File: config.mk
export PLATFORM = sky130hd
export DESIGN_NAME = label_vote_argmax_threshold_unit
export DESIGN_NICKNAME = d
export VERILOG_FILES = /design/src/rtl/lvat_pkg.sv /design/src/rtl/lvat_cmp.sv /design/src/rtl/lvat_vote_ram.sv /design/src/rtl/lvat_seq.sv /design/src/rtl/label_vote_argmax_threshold_unit.sv
export SDC_FILE = /design/constraint.sdc
export NUM_CORES = 1
export LEC_CHECK = 0
export BUFFER_PORTS_ARGS = -buffer_cell sky130_fd_sc_hd__buf_4
export CAP_MARGIN = 15
export CELL_PAD_IN_SITES_DETAIL_PLACEMENT = 1
export CELL_PAD_IN_SITES_GLOBAL_PLACEMENT = 2
export CORE_MARGIN = 3
export CORE_UTILIZATION = 45
export CTS_CLUSTER_SIZE = 40
export DETAILED_ROUTE_END_ITERATION = 8
export HOLD_SLACK_MARGIN = 0.02
export PLACE_DENSITY_LB_ADDON = 0.1
export RECOVER_POWER = 100
export SYNTH_ARGS = -nofsm -noshare
export SYNTH_HDL_FRONTEND = slang
export SYNTH_HIERARCHICAL = 1
export SYNTH_SLANG_ARGS = --single-unit
File: constraint.sdc
create_clock -name clk -period 11.84 [get_ports clk]
set_input_delay 1.184 -clock clk [delete_from_list [all_inputs] [get_ports clk]]
set_output_delay 1.184 -clock clk [all_outputs]
set_load 0.02 [all_outputs]
File: src/rtl/lvat_pkg.sv
`timescale 1ns / 1ps
// ----------------------------------------------------------------------------
// Label vote unit - package
// Field widths, register indexes, sequencer states and control bundles.
// ----------------------------------------------------------------------------
package lvat_pkg;

  localparam int CNT_W     = 11;
  localparam logic [CNT_W-1:0] CNT_MAX = '1;
  localparam int LABEL_W   = 8;
  localparam int WLABEL_W  = 4;
  localparam int NL_W      = 5;
  localparam int NT_W      = 11;
  localparam int THR_W     = 11;
  localparam int PADDR_W   = 4;
  localparam int PDATA_W   = 32;

  localparam logic [NL_W-1:0]  NUM_LABELS_RST     = 5'd16;
  localparam logic [NT_W-1:0]  NUM_TRIALS_RST     = 11'd1;
  localparam logic [THR_W-1:0] VOTE_THRESHOLD_RST = 11'd0;

  // Register indexes, taken from paddr[3:2].
  localparam logic [1:0] REG_NUM_LABELS     = 2'd0;
  localparam logic [1:0] REG_NUM_TRIALS     = 2'd1;
  localparam logic [1:0] REG_VOTE_THRESHOLD = 2'd2;

  typedef enum logic [2:0] {
    S_IDLE,
    S_READ,
    S_UPDATE,
    S_SCAN,
    S_FINISH
  } state_t;

  typedef struct packed {
    logic read;
    logic update;
    logic scan;
    logic finish;
  } ctrl_t;

  typedef struct packed {
    logic round_end;
    logic scan_done;
  } status_t;

endpackage

File: src/rtl/lvat_cmp.sv
`timescale 1ns / 1ps
// ----------------------------------------------------------------------------
// Label vote unit - shared comparator
// One magnitude comparator, time-shared by the sequencer.
// ----------------------------------------------------------------------------
module lvat_cmp (
  input  logic [lvat_pkg::CNT_W-1:0] a,
  input  logic [lvat_pkg::CNT_W-1:0] b,
  output logic                       gt
);

  assign gt = (a > b);

endmodule

File: src/rtl/lvat_vote_ram.sv
`timescale 1ns / 1ps
// ----------------------------------------------------------------------------
// Label vote unit - vote counter memory
// One-read one-write counter store with registered read and per-entry valid
// bits, so that a round is cleared by dropping the valid bits, not the counters.
// ----------------------------------------------------------------------------
module lvat_vote_ram #(
  parameter int DEPTH = 16,
  parameter int AW    = 4
) (
  input  logic                       clk,
  input  logic                       rst,
  input  logic                       clr,
  input  logic                       rd_en,
  input  logic [AW-1:0]              rd_addr,
  output logic [lvat_pkg::CNT_W-1:0] rd_data,
  input  logic                       wr_en,
  input  logic [AW-1:0]              wr_addr,
  input  logic [lvat_pkg::CNT_W-1:0] wr_data
);

  logic [lvat_pkg::CNT_W-1:0] mem [DEPTH];
  logic [DEPTH-1:0]           vld;
  logic [lvat_pkg::CNT_W-1:0] mem_q;
  logic                       vld_q;

  always_ff @(posedge clk) begin
    if (wr_en) begin
      mem[wr_addr] <= wr_data;
    end
  end

  always_ff @(posedge clk) begin
    if (rd_en) begin
      mem_q <= mem[rd_addr];
    end
  end

  always_ff @(posedge clk) begin
    if (rst || clr) begin
      vld <= '0;
    end else if (wr_en) begin
      vld[wr_addr] <= 1'b1;
    end
  end

  always_ff @(posedge clk) begin
    if (rst) begin
      vld_q <= 1'b0;
    end else if (rd_en) begin
      vld_q <= vld[rd_addr];
    end
  end

  // An entry not written in this round reads as zero.
  assign rd_data = vld_q ? mem_q : '0;

endmodule

File: src/rtl/lvat_seq.sv
`timescale 1ns / 1ps
// ----------------------------------------------------------------------------
// Label vote unit - sequencer
// Steps each label through read, update and, at the end of a round, the
// argmax scan and the threshold compare.
// ----------------------------------------------------------------------------
module lvat_seq (
  input  logic              clk,
  input  logic              rst,
  input  logic              start,
  input  lvat_pkg::status_t st,
  output lvat_pkg::ctrl_t   ctrl,
  output logic              busy
);

  lvat_pkg::state_t state;
  lvat_pkg::state_t state_next;

  always_ff @(posedge clk) begin
    if (rst) begin
      state <= lvat_pkg::S_IDLE;
    end else begin
      state <= state_next;
    end
  end

  always_comb begin
    state_next = state;
    unique case (state)
      lvat_pkg::S_IDLE: begin
        if (start) begin
          state_next = lvat_pkg::S_READ;
        end
      end
      lvat_pkg::S_READ: begin
        state_next = lvat_pkg::S_UPDATE;
      end
      lvat_pkg::S_UPDATE: begin
        state_next = st.round_end ? lvat_pkg::S_SCAN : lvat_pkg::S_IDLE;
      end
      lvat_pkg::S_SCAN: begin
        if (st.scan_done) begin
          state_next = lvat_pkg::S_FINISH;
        end
      end
      lvat_pkg::S_FINISH: begin
        state_next = lvat_pkg::S_IDLE;
      end
      default: begin
        state_next = lvat_pkg::S_IDLE;
      end
    endcase
  end

  always_comb begin
    ctrl.read   = (state == lvat_pkg::S_READ);
    ctrl.update = (state == lvat_pkg::S_UPDATE);
    ctrl.scan   = (state == lvat_pkg::S_SCAN);
    ctrl.finish = (state == lvat_pkg::S_FINISH);
    busy        = (state != lvat_pkg::S_IDLE);
  end

endmodule

File: src/rtl/label_vote_argmax_threshold_unit.sv
`timescale 1ns / 1ps
// ----------------------------------------------------------------------------
// Label vote unit - top level
// Majority vote over classifier labels with argmax and threshold flag.
// ----------------------------------------------------------------------------
// A label is taken at a rising edge where start is high and busy is low.
// A label that does not close a round keeps busy high through the read of
// its counter from the vote RAM and then the saturating update; no new
// label is taken before that update is done. The label that closes a round
// also walks the vote RAM through its single read port, one counter a cycle,
// and then compares the winner against the threshold, all while busy is high.
// The result is shown for exactly one cycle with done high, in the first
// cycle after busy falls; the receiver cannot stall it, so it must capture
// the beat in that cycle. A new label may be taken in that same cycle.
// ----------------------------------------------------------------------------
module label_vote_argmax_threshold_unit #(
  parameter int MAX_LABELS = 16,
  parameter int MAX_TRIALS = 1024
) (
  input  logic                          clk,
  input  logic                          rst,
  input  logic                          start,
  output logic                          busy,
  input  logic [lvat_pkg::LABEL_W-1:0]  label,
  output logic                          done,
  output logic [lvat_pkg::WLABEL_W-1:0] winning_label,
  output logic [lvat_pkg::CNT_W-1:0]    winning_count,
  output logic                          over_threshold,
  input  logic                          psel,
  input  logic                          penable,
  input  logic                          pwrite,
  input  logic [lvat_pkg::PADDR_W-1:0]  paddr,
  input  logic [lvat_pkg::PDATA_W-1:0]  pwdata,
  output logic [lvat_pkg::PDATA_W-1:0]  prdata,
  output logic                          pready
);

  // Counter RAM address width, and the width that holds the label count.
  localparam int LW  = $clog2(MAX_LABELS);
  localparam int NLW = $clog2(MAX_LABELS + 1);
  // Common width for label comparisons.
  localparam int LCW = (NLW > lvat_pkg::LABEL_W) ? NLW : lvat_pkg::LABEL_W;
  // Trial counter width, and the common width for trial comparisons.
  localparam int TW  = $clog2(MAX_TRIALS + 1);
  localparam int ECW = (TW > lvat_pkg::NT_W) ? TW : lvat_pkg::NT_W;

  // Configuration registers.
  logic [lvat_pkg::NL_W-1:0]  num_labels;
  logic [lvat_pkg::NT_W-1:0]  num_trials;
  logic [lvat_pkg::THR_W-1:0] vote_threshold;

  // Control between sequencer and datapath.
  lvat_pkg::ctrl_t   ctrl;
  lvat_pkg::status_t st;

  // Datapath registers.
  logic [lvat_pkg::LABEL_W-1:0] label_q;
  logic [TW-1:0]                trial_count;
  logic [NLW-1:0]               issue_idx;
  logic                         pend;
  logic [LW-1:0]                pend_idx;
  logic [lvat_pkg::CNT_W-1:0]   best_cnt;
  logic [LW-1:0]                best_idx;

  // Combinational datapath signals.
  logic                       cfg_wr;
  logic [LCW-1:0]             nl_eff;
  logic [ECW-1:0]             nt_ext;
  logic [ECW-1:0]             nt_nz;
  logic [ECW-1:0]             nt_eff;
  logic [TW-1:0]              trial_next;
  logic                       label_ok;
  logic                       issue_more;
  logic                       rd_en;
  logic [LW-1:0]              rd_addr;
  logic [lvat_pkg::CNT_W-1:0] rd_data;
  logic                       wr_en;
  logic [lvat_pkg::CNT_W-1:0] wr_data;
  logic [lvat_pkg::CNT_W-1:0] cmp_a;
  logic [lvat_pkg::CNT_W-1:0] cmp_b;
  logic                       cmp_gt;

  // --------------------------------------------------------------------------
  // Configuration port. Writes complete in the access cycle; reads return
  // the stored value, and addresses beyond the register list read as zero.
  // --------------------------------------------------------------------------
  assign pready = 1'b1;
  assign cfg_wr = psel && penable && pwrite && pready;

  always_ff @(posedge clk) begin
    if (rst) begin
      num_labels     <= lvat_pkg::NUM_LABELS_RST;
      num_trials     <= lvat_pkg::NUM_TRIALS_RST;
      vote_threshold <= lvat_pkg::VOTE_THRESHOLD_RST;
    end else if (cfg_wr) begin
      unique case (paddr[3:2])
        lvat_pkg::REG_NUM_LABELS: begin
          num_labels <= pwdata[lvat_pkg::NL_W-1:0];
        end
        lvat_pkg::REG_NUM_TRIALS: begin
          num_trials <= pwdata[lvat_pkg::NT_W-1:0];
        end
        lvat_pkg::REG_VOTE_THRESHOLD: begin
          vote_threshold <= pwdata[lvat_pkg::THR_W-1:0];
        end
        default: begin
        end
      endcase
    end
  end

  always_comb begin
    unique case (paddr[3:2])
      lvat_pkg::REG_NUM_LABELS:     prdata = lvat_pkg::PDATA_W'(num_labels);
      lvat_pkg::REG_NUM_TRIALS:     prdata = lvat_pkg::PDATA_W'(num_trials);
      lvat_pkg::REG_VOTE_THRESHOLD: prdata = lvat_pkg::PDATA_W'(vote_threshold);
      default:                      prdata = '0;
    endcase
  end

  // --------------------------------------------------------------------------
  // Effective label and trial counts. The label count saturates at the
  // counter store depth; a trial count of zero behaves as one, and the
  // count saturates at the largest supported round length.
  // --------------------------------------------------------------------------
  assign nl_eff = (LCW'(num_labels) > LCW'(MAX_LABELS)) ? LCW'(MAX_LABELS)
                                                        : LCW'(num_labels);
  assign nt_ext = ECW'(num_trials);
  assign nt_nz  = (nt_ext == '0) ? ECW'(1) : nt_ext;
  assign nt_eff = (nt_nz > ECW'(MAX_TRIALS)) ? ECW'(MAX_TRIALS) : nt_nz;

  // The trial count stays below the largest round length between labels, so
  // the increment always fits.
  assign trial_next = TW'(trial_count + 1'b1);
  assign label_ok   = (LCW'(label_q) < nl_eff);
  assign issue_more = (LCW'(issue_idx) < nl_eff);

  assign st.round_end = (ECW'(trial_next) >= nt_eff);
  assign st.scan_done = !pend && !issue_more;

  // --------------------------------------------------------------------------
  // Sequencer.
  // --------------------------------------------------------------------------
  lvat_seq u_seq (
    .clk   (clk),
    .rst   (rst),
    .start (start),
    .st    (st),
    .ctrl  (ctrl),
    .busy  (busy)
  );

  // The label is captured when the beat is accepted.
  always_ff @(posedge clk) begin
    if (start && !busy) begin
      label_q <= label;
    end
  end

  // --------------------------------------------------------------------------
  // Vote counter store. The read port serves the counter of the incoming
  // label and then, during the scan, every enabled counter in turn.
  // --------------------------------------------------------------------------
  assign rd_en   = ctrl.read || (ctrl.scan && issue_more);
  assign rd_addr = ctrl.scan ? issue_idx[LW-1:0] : label_q[LW-1:0];
  // A counter already at its maximum is left as it is.
  assign wr_en   = ctrl.update && label_ok && cmp_gt;
  assign wr_data = lvat_pkg::CNT_W'(rd_data + 1'b1);

  lvat_vote_ram #(
    .DEPTH (MAX_LABELS),
    .AW    (LW)
  ) u_ram (
    .clk     (clk),
    .rst     (rst),
    .clr     (ctrl.finish),
    .rd_en   (rd_en),
    .rd_addr (rd_addr),
    .rd_data (rd_data),
    .wr_en   (wr_en),
    .wr_addr (label_q[LW-1:0]),
    .wr_data (wr_data)
  );

  // --------------------------------------------------------------------------
  // Shared comparator. During the update it checks the counter against its
  // maximum, during the scan it checks the fetched counter against the
  // best so far (strictly greater, so ties keep the lower label), and in
  // the final step it checks the threshold against the winning count.
  // --------------------------------------------------------------------------
  always_comb begin
    priority if (ctrl.update) begin
      cmp_a = lvat_pkg::CNT_MAX;
      cmp_b = rd_data;
    end else if (ctrl.scan) begin
      cmp_a = rd_data;
      cmp_b = best_cnt;
    end else begin
      cmp_a = vote_threshold;
      cmp_b = best_cnt;
    end
  end

  lvat_cmp u_cmp (
    .a  (cmp_a),
    .b  (cmp_b),
    .gt (cmp_gt)
  );

  // --------------------------------------------------------------------------
  // Round control: trial count and the scan pipeline flag.
  // --------------------------------------------------------------------------
  always_ff @(posedge clk) begin
    if (rst) begin
      trial_count <= '0;
      pend        <= 1'b0;
    end else begin
      if (ctrl.update) begin
        trial_count <= trial_next;
        pend        <= 1'b0;
      end else if (ctrl.scan) begin
        pend <= issue_more;
      end else if (ctrl.finish) begin
        trial_count <= '0;
      end
    end
  end

  // Scan datapath: the read issued in one cycle is compared in the next.
  always_ff @(posedge clk) begin
    if (ctrl.update) begin
      issue_idx <= '0;
      best_cnt  <= '0;
      best_idx  <= '0;
    end else if (ctrl.scan) begin
      if (pend && cmp_gt) begin
        best_cnt <= rd_data;
        best_idx <= pend_idx;
      end
      if (issue_more) begin
        pend_idx  <= issue_idx[LW-1:0];
        issue_idx <= NLW'(issue_idx + 1'b1);
      end
    end
  end

  // --------------------------------------------------------------------------
  // Result registers and the one-cycle result strobe.
  // --------------------------------------------------------------------------
  always_ff @(posedge clk) begin
    if (ctrl.finish) begin
      winning_label  <= lvat_pkg::WLABEL_W'(best_idx);
      winning_count  <= best_cnt;
      over_threshold <= !cmp_gt;
    end
  end

  always_ff @(posedge clk) begin
    if (rst) begin
      done <= 1'b0;
    end else begin
      done <= ctrl.finish;
    end
  end

endmodule

==> run_results.csv <==
group,metric,value,unit
synth,yosys-top-cells-area,"edfxtp_1 (50%), dfxtp_1 (12%), mux4_1 (6.5%)",
route,drc,0,
sta,fin_worst_skew,15.2,ps
synth,ys_warn_count,6,
grt,grt_pass1_wl,48.0,mm
place,place_congestion,0.827,
sta,max_freq,0.154,GHz
synth,syn_inst,910,
clock_tree,clk_pin_slew,60,ps
setup_path,r2r-start,"u_seq/state[0]",
min_path,hold_depth,0,
min_path,min_to,"winning_label[3]",
setup_path,start_kind,"flip-flop",
finish,nets,1058,
clock_tree,ctsResizeCount,0,
grt,globalRouteOverflowTotal,0,
setup_path,worstPathArrival,6650,ps
setup_path,regToRegEndpoint,"u_ram/mem[12][6]",
floorplan,start_util,0.462,
finish,multi_input_area,4550,µm²
setup_path,worstPathRequired,12010,ps
floorplan,dieArea,31000,µm²
setup_path,reg2reg_depth,16,
grt,grt_pass1_vias,8063,
sta,drv_slew,112,
synth,netlist.area_leader.share,0.496,
floorplan,rows,61,
route,viasPerCell,5.55,
outcome,run_status,"finished, violations left",
route,dr.pass1.iters,4,
clock_tree,clock-sinks,295,
floorplan,die_height,176,µm
min_path,hold_class,"reg -> reg",
place,hpwl,20.6,mm
floorplan,ioPinCount,101,
route,wirelength,31.3,mm
synth,postSynthAreaPerCell,14.3,µm²
sta,setup_ws,5360,ps
clock_tree,cts_setup_buffers,0,
setup_path,crit_path_end_kind,"flip-flop",
setup_path,r2r_setup_slack,5360,ps
clock_tree,cts_buffer_depth,3,
synth,ys.flop_type,"edfxtp_1",
sta,finalCritPeriodShare,0.547,
route,wl_per_cell,22.7,µm
route,drtIter0Drc,407,
synth,syn_area,13000,µm²
pwr,p_per_area,158,nW/µm²
sta,setup_viol,0,
clock_tree,root_buffer,"clkbuf_16",
min_path,worstHoldStart,"best_idx[3]",
sta,worstMarginPinSlew,3270,ps
finish,antenna_cells,0,
clock_tree,cts_tree,"yes",
pwr,p_leak,0.00508,µW
synth,synth_edf_count,215,
sta,min_period,6480,ps
clock_tree,numCtsBuffers,31,
sta,rsz0062_at_grt,"false",
place,place_inst,1312,
sta,slew_headroom,-1.18,
place,port_buffers,55,
clock_tree,clock_latency,580,ps
synth,ys_ff_latch,295,
synth,ys_types,65,
grt,antenna_found_initial,0,
clock_tree,h-tree-depth,1,
setup_path,worstPathMaxFanout,19,
sta,hold_violations,0,
place,dp_slack,6170,ps
route,antenna_left,0,
finish,regArea,8060,µm²
finish,area.growth.synth_to_final,12.5,%
finish,num-fill-cells,2756,
floorplan,die_x,176,µm
pwr,peakVddDrop,0.000133,V
grt,grt_usage,0.203,
sta,finalSetupTns,0,ps
outcome,failed_checks,"max-capacitance violations, max-slew violations",
synth,yosys.area.top_type,"edfxtp_1",
floorplan,core_area,28200,µm²
synth,ys_seq_area_frac,0.619,
clock_tree,cts_hold_buf,0,
finish,finalNonFillerCells,1378,
flow_run,maxCapViolCount,6,
finish,drive_gt1_frac,0.128,
synth,synthArstFlopShare,0,
route,vias,7651,
grt,grt_max_degree,48,
setup_path,path_class,"reg -> reg",
-- Yosys cell counts (16+ instances only) --
| library cell | count |
|---|---|
| clkbuf_1 | 17 |
| a21oi_1 | 55 |
| buf_2 | 18 |
| nand2_1 | 113 |
| mux2i_1 | 26 |
| mux4_1 | 32 |
| inv_1 | 22 |
| mux4_2 | 25 |
| dfxtp_1 | 80 |
| ha_1 | 33 |
| buf_4 | 22 |
| o21ai_0 | 16 |
| o21a_1 | 19 |
| edfxtp_1 | 215 |
| mux2_2 | 18 |
| nor2_1 | 31 |
-- layer usage --
metal | global-route usage | wire length (µm)
met3 | 0.0312 | 1100
met2 | 0.386 | 17100
met1 | 0.242 | 12600
met5 | 0 | 0
met4 | 0.0416 | 539
-- layout make-up --
type	instances	area share
Clock inverter	15	0.0154
Sequential cell	295	0.550
Tap cell	378	0.0323
Timing Repair Buffer	77	0.0275
Inverter	23	0.00590
Clock buffer	43	0.0581
Multi-Input combinational cell	547	0.311
-- sequential cells by signal, summed over array words and instances, names as in the netlist, 11 cells and up --
register and flops:
nt_ext 11, winning_count 11, u_ram/vld 16, vote_threshold 11, best_cnt 11, trial_count 11
u_ram/mem 176, u_ram/mem_q 11
-- how the worst max path moves through the flow --
stage,startpoint,end,cells after the start
after floorplan,u_seq/state[0],u_ram/mem[0][0],17
after global placement,u_seq/state[1],u_ram/mem[12][8],15
after detailed placement,u_seq/state[1],u_ram/mem[12][8],15
after CTS,u_seq/state[1],u_ram/mem[12][6],15
after global routing,u_seq/state[0],u_ram/mem[12][6],16
final,u_seq/state[0],u_ram/mem[12][6],16
-- cell families (layout without fill, tap and decap cells) --
group           Yosys count  after routing  synth area share
flops                   295            295             0.619
simple gates            240            240            0.0905
compound gates          133            133            0.0660
mux                     101            101             0.143
buf+inv                  88            158            0.0365
fa+ha+maj                33             33            0.0317
xor+xnor                 18             18            0.0121
other cells               2             22          0.000577
-- critical path: stages, from the launching register on --
cell       delay [ps]
dfxtp_1           450
inv_1             130
nor3b_1           200
clkbuf_1          950
mux2i_1           280
nand2_1            80
ha_1              340
nand4_1           150
nor2_1            190
o2bb2ai_1         130
o31a_1            250
inv_1              80
or4_1             400
or3_1             330
a21oi_1           280
or3b_2            540
nor2_1           1270
-- layout by cell type (no fill, tap or decap), types with 13 or more instances in the layout --
| cell type | count |
|---|---|
| edfxtp_1 | 215 |
| conb_1 | 22 |
| mux4_1 | 32 |
| mux2_2 | 18 |
| a21oi_1 | 56 |
| clkbuf_1 | 59 |
| clkbuf_16 | 31 |
| mux4_2 | 25 |
| ha_1 | 33 |
| xnor2_1 | 13 |
| buf_4 | 18 |
| nand3_1 | 15 |
| nand2_1 | 113 |
| mux2i_1 | 26 |
| o21a_1 | 19 |
| inv_1 | 22 |
| nor2_1 | 31 |
| dfxtp_1 | 80 |
| o21ai_0 | 16 |
-- metrics by stage --
step / total power (µW) / hold WS (ps) / area, µm² / util
floorplan: 1280 / 408 / 13100 / -
detailed placement: 1330 / 418 / 13700 / 0.488
global route: 2400 / 446 / 14600 / 0.520
CTS: 2340 / 431 / 14800 / 0.526
global placement: 1320 / 418 / 13700 / 0.488
finish: 2310 / 427 / 14600 / 0.520
-- where the power goes --
group	switching [µW]	leakage [µW]	internal (µW)
clock network	399	0.000515	613
registers	11.8	0.00261	1120
logic	98.0	0.00195	70.0
Note: power is estimated with default switching activity, not from simulation.
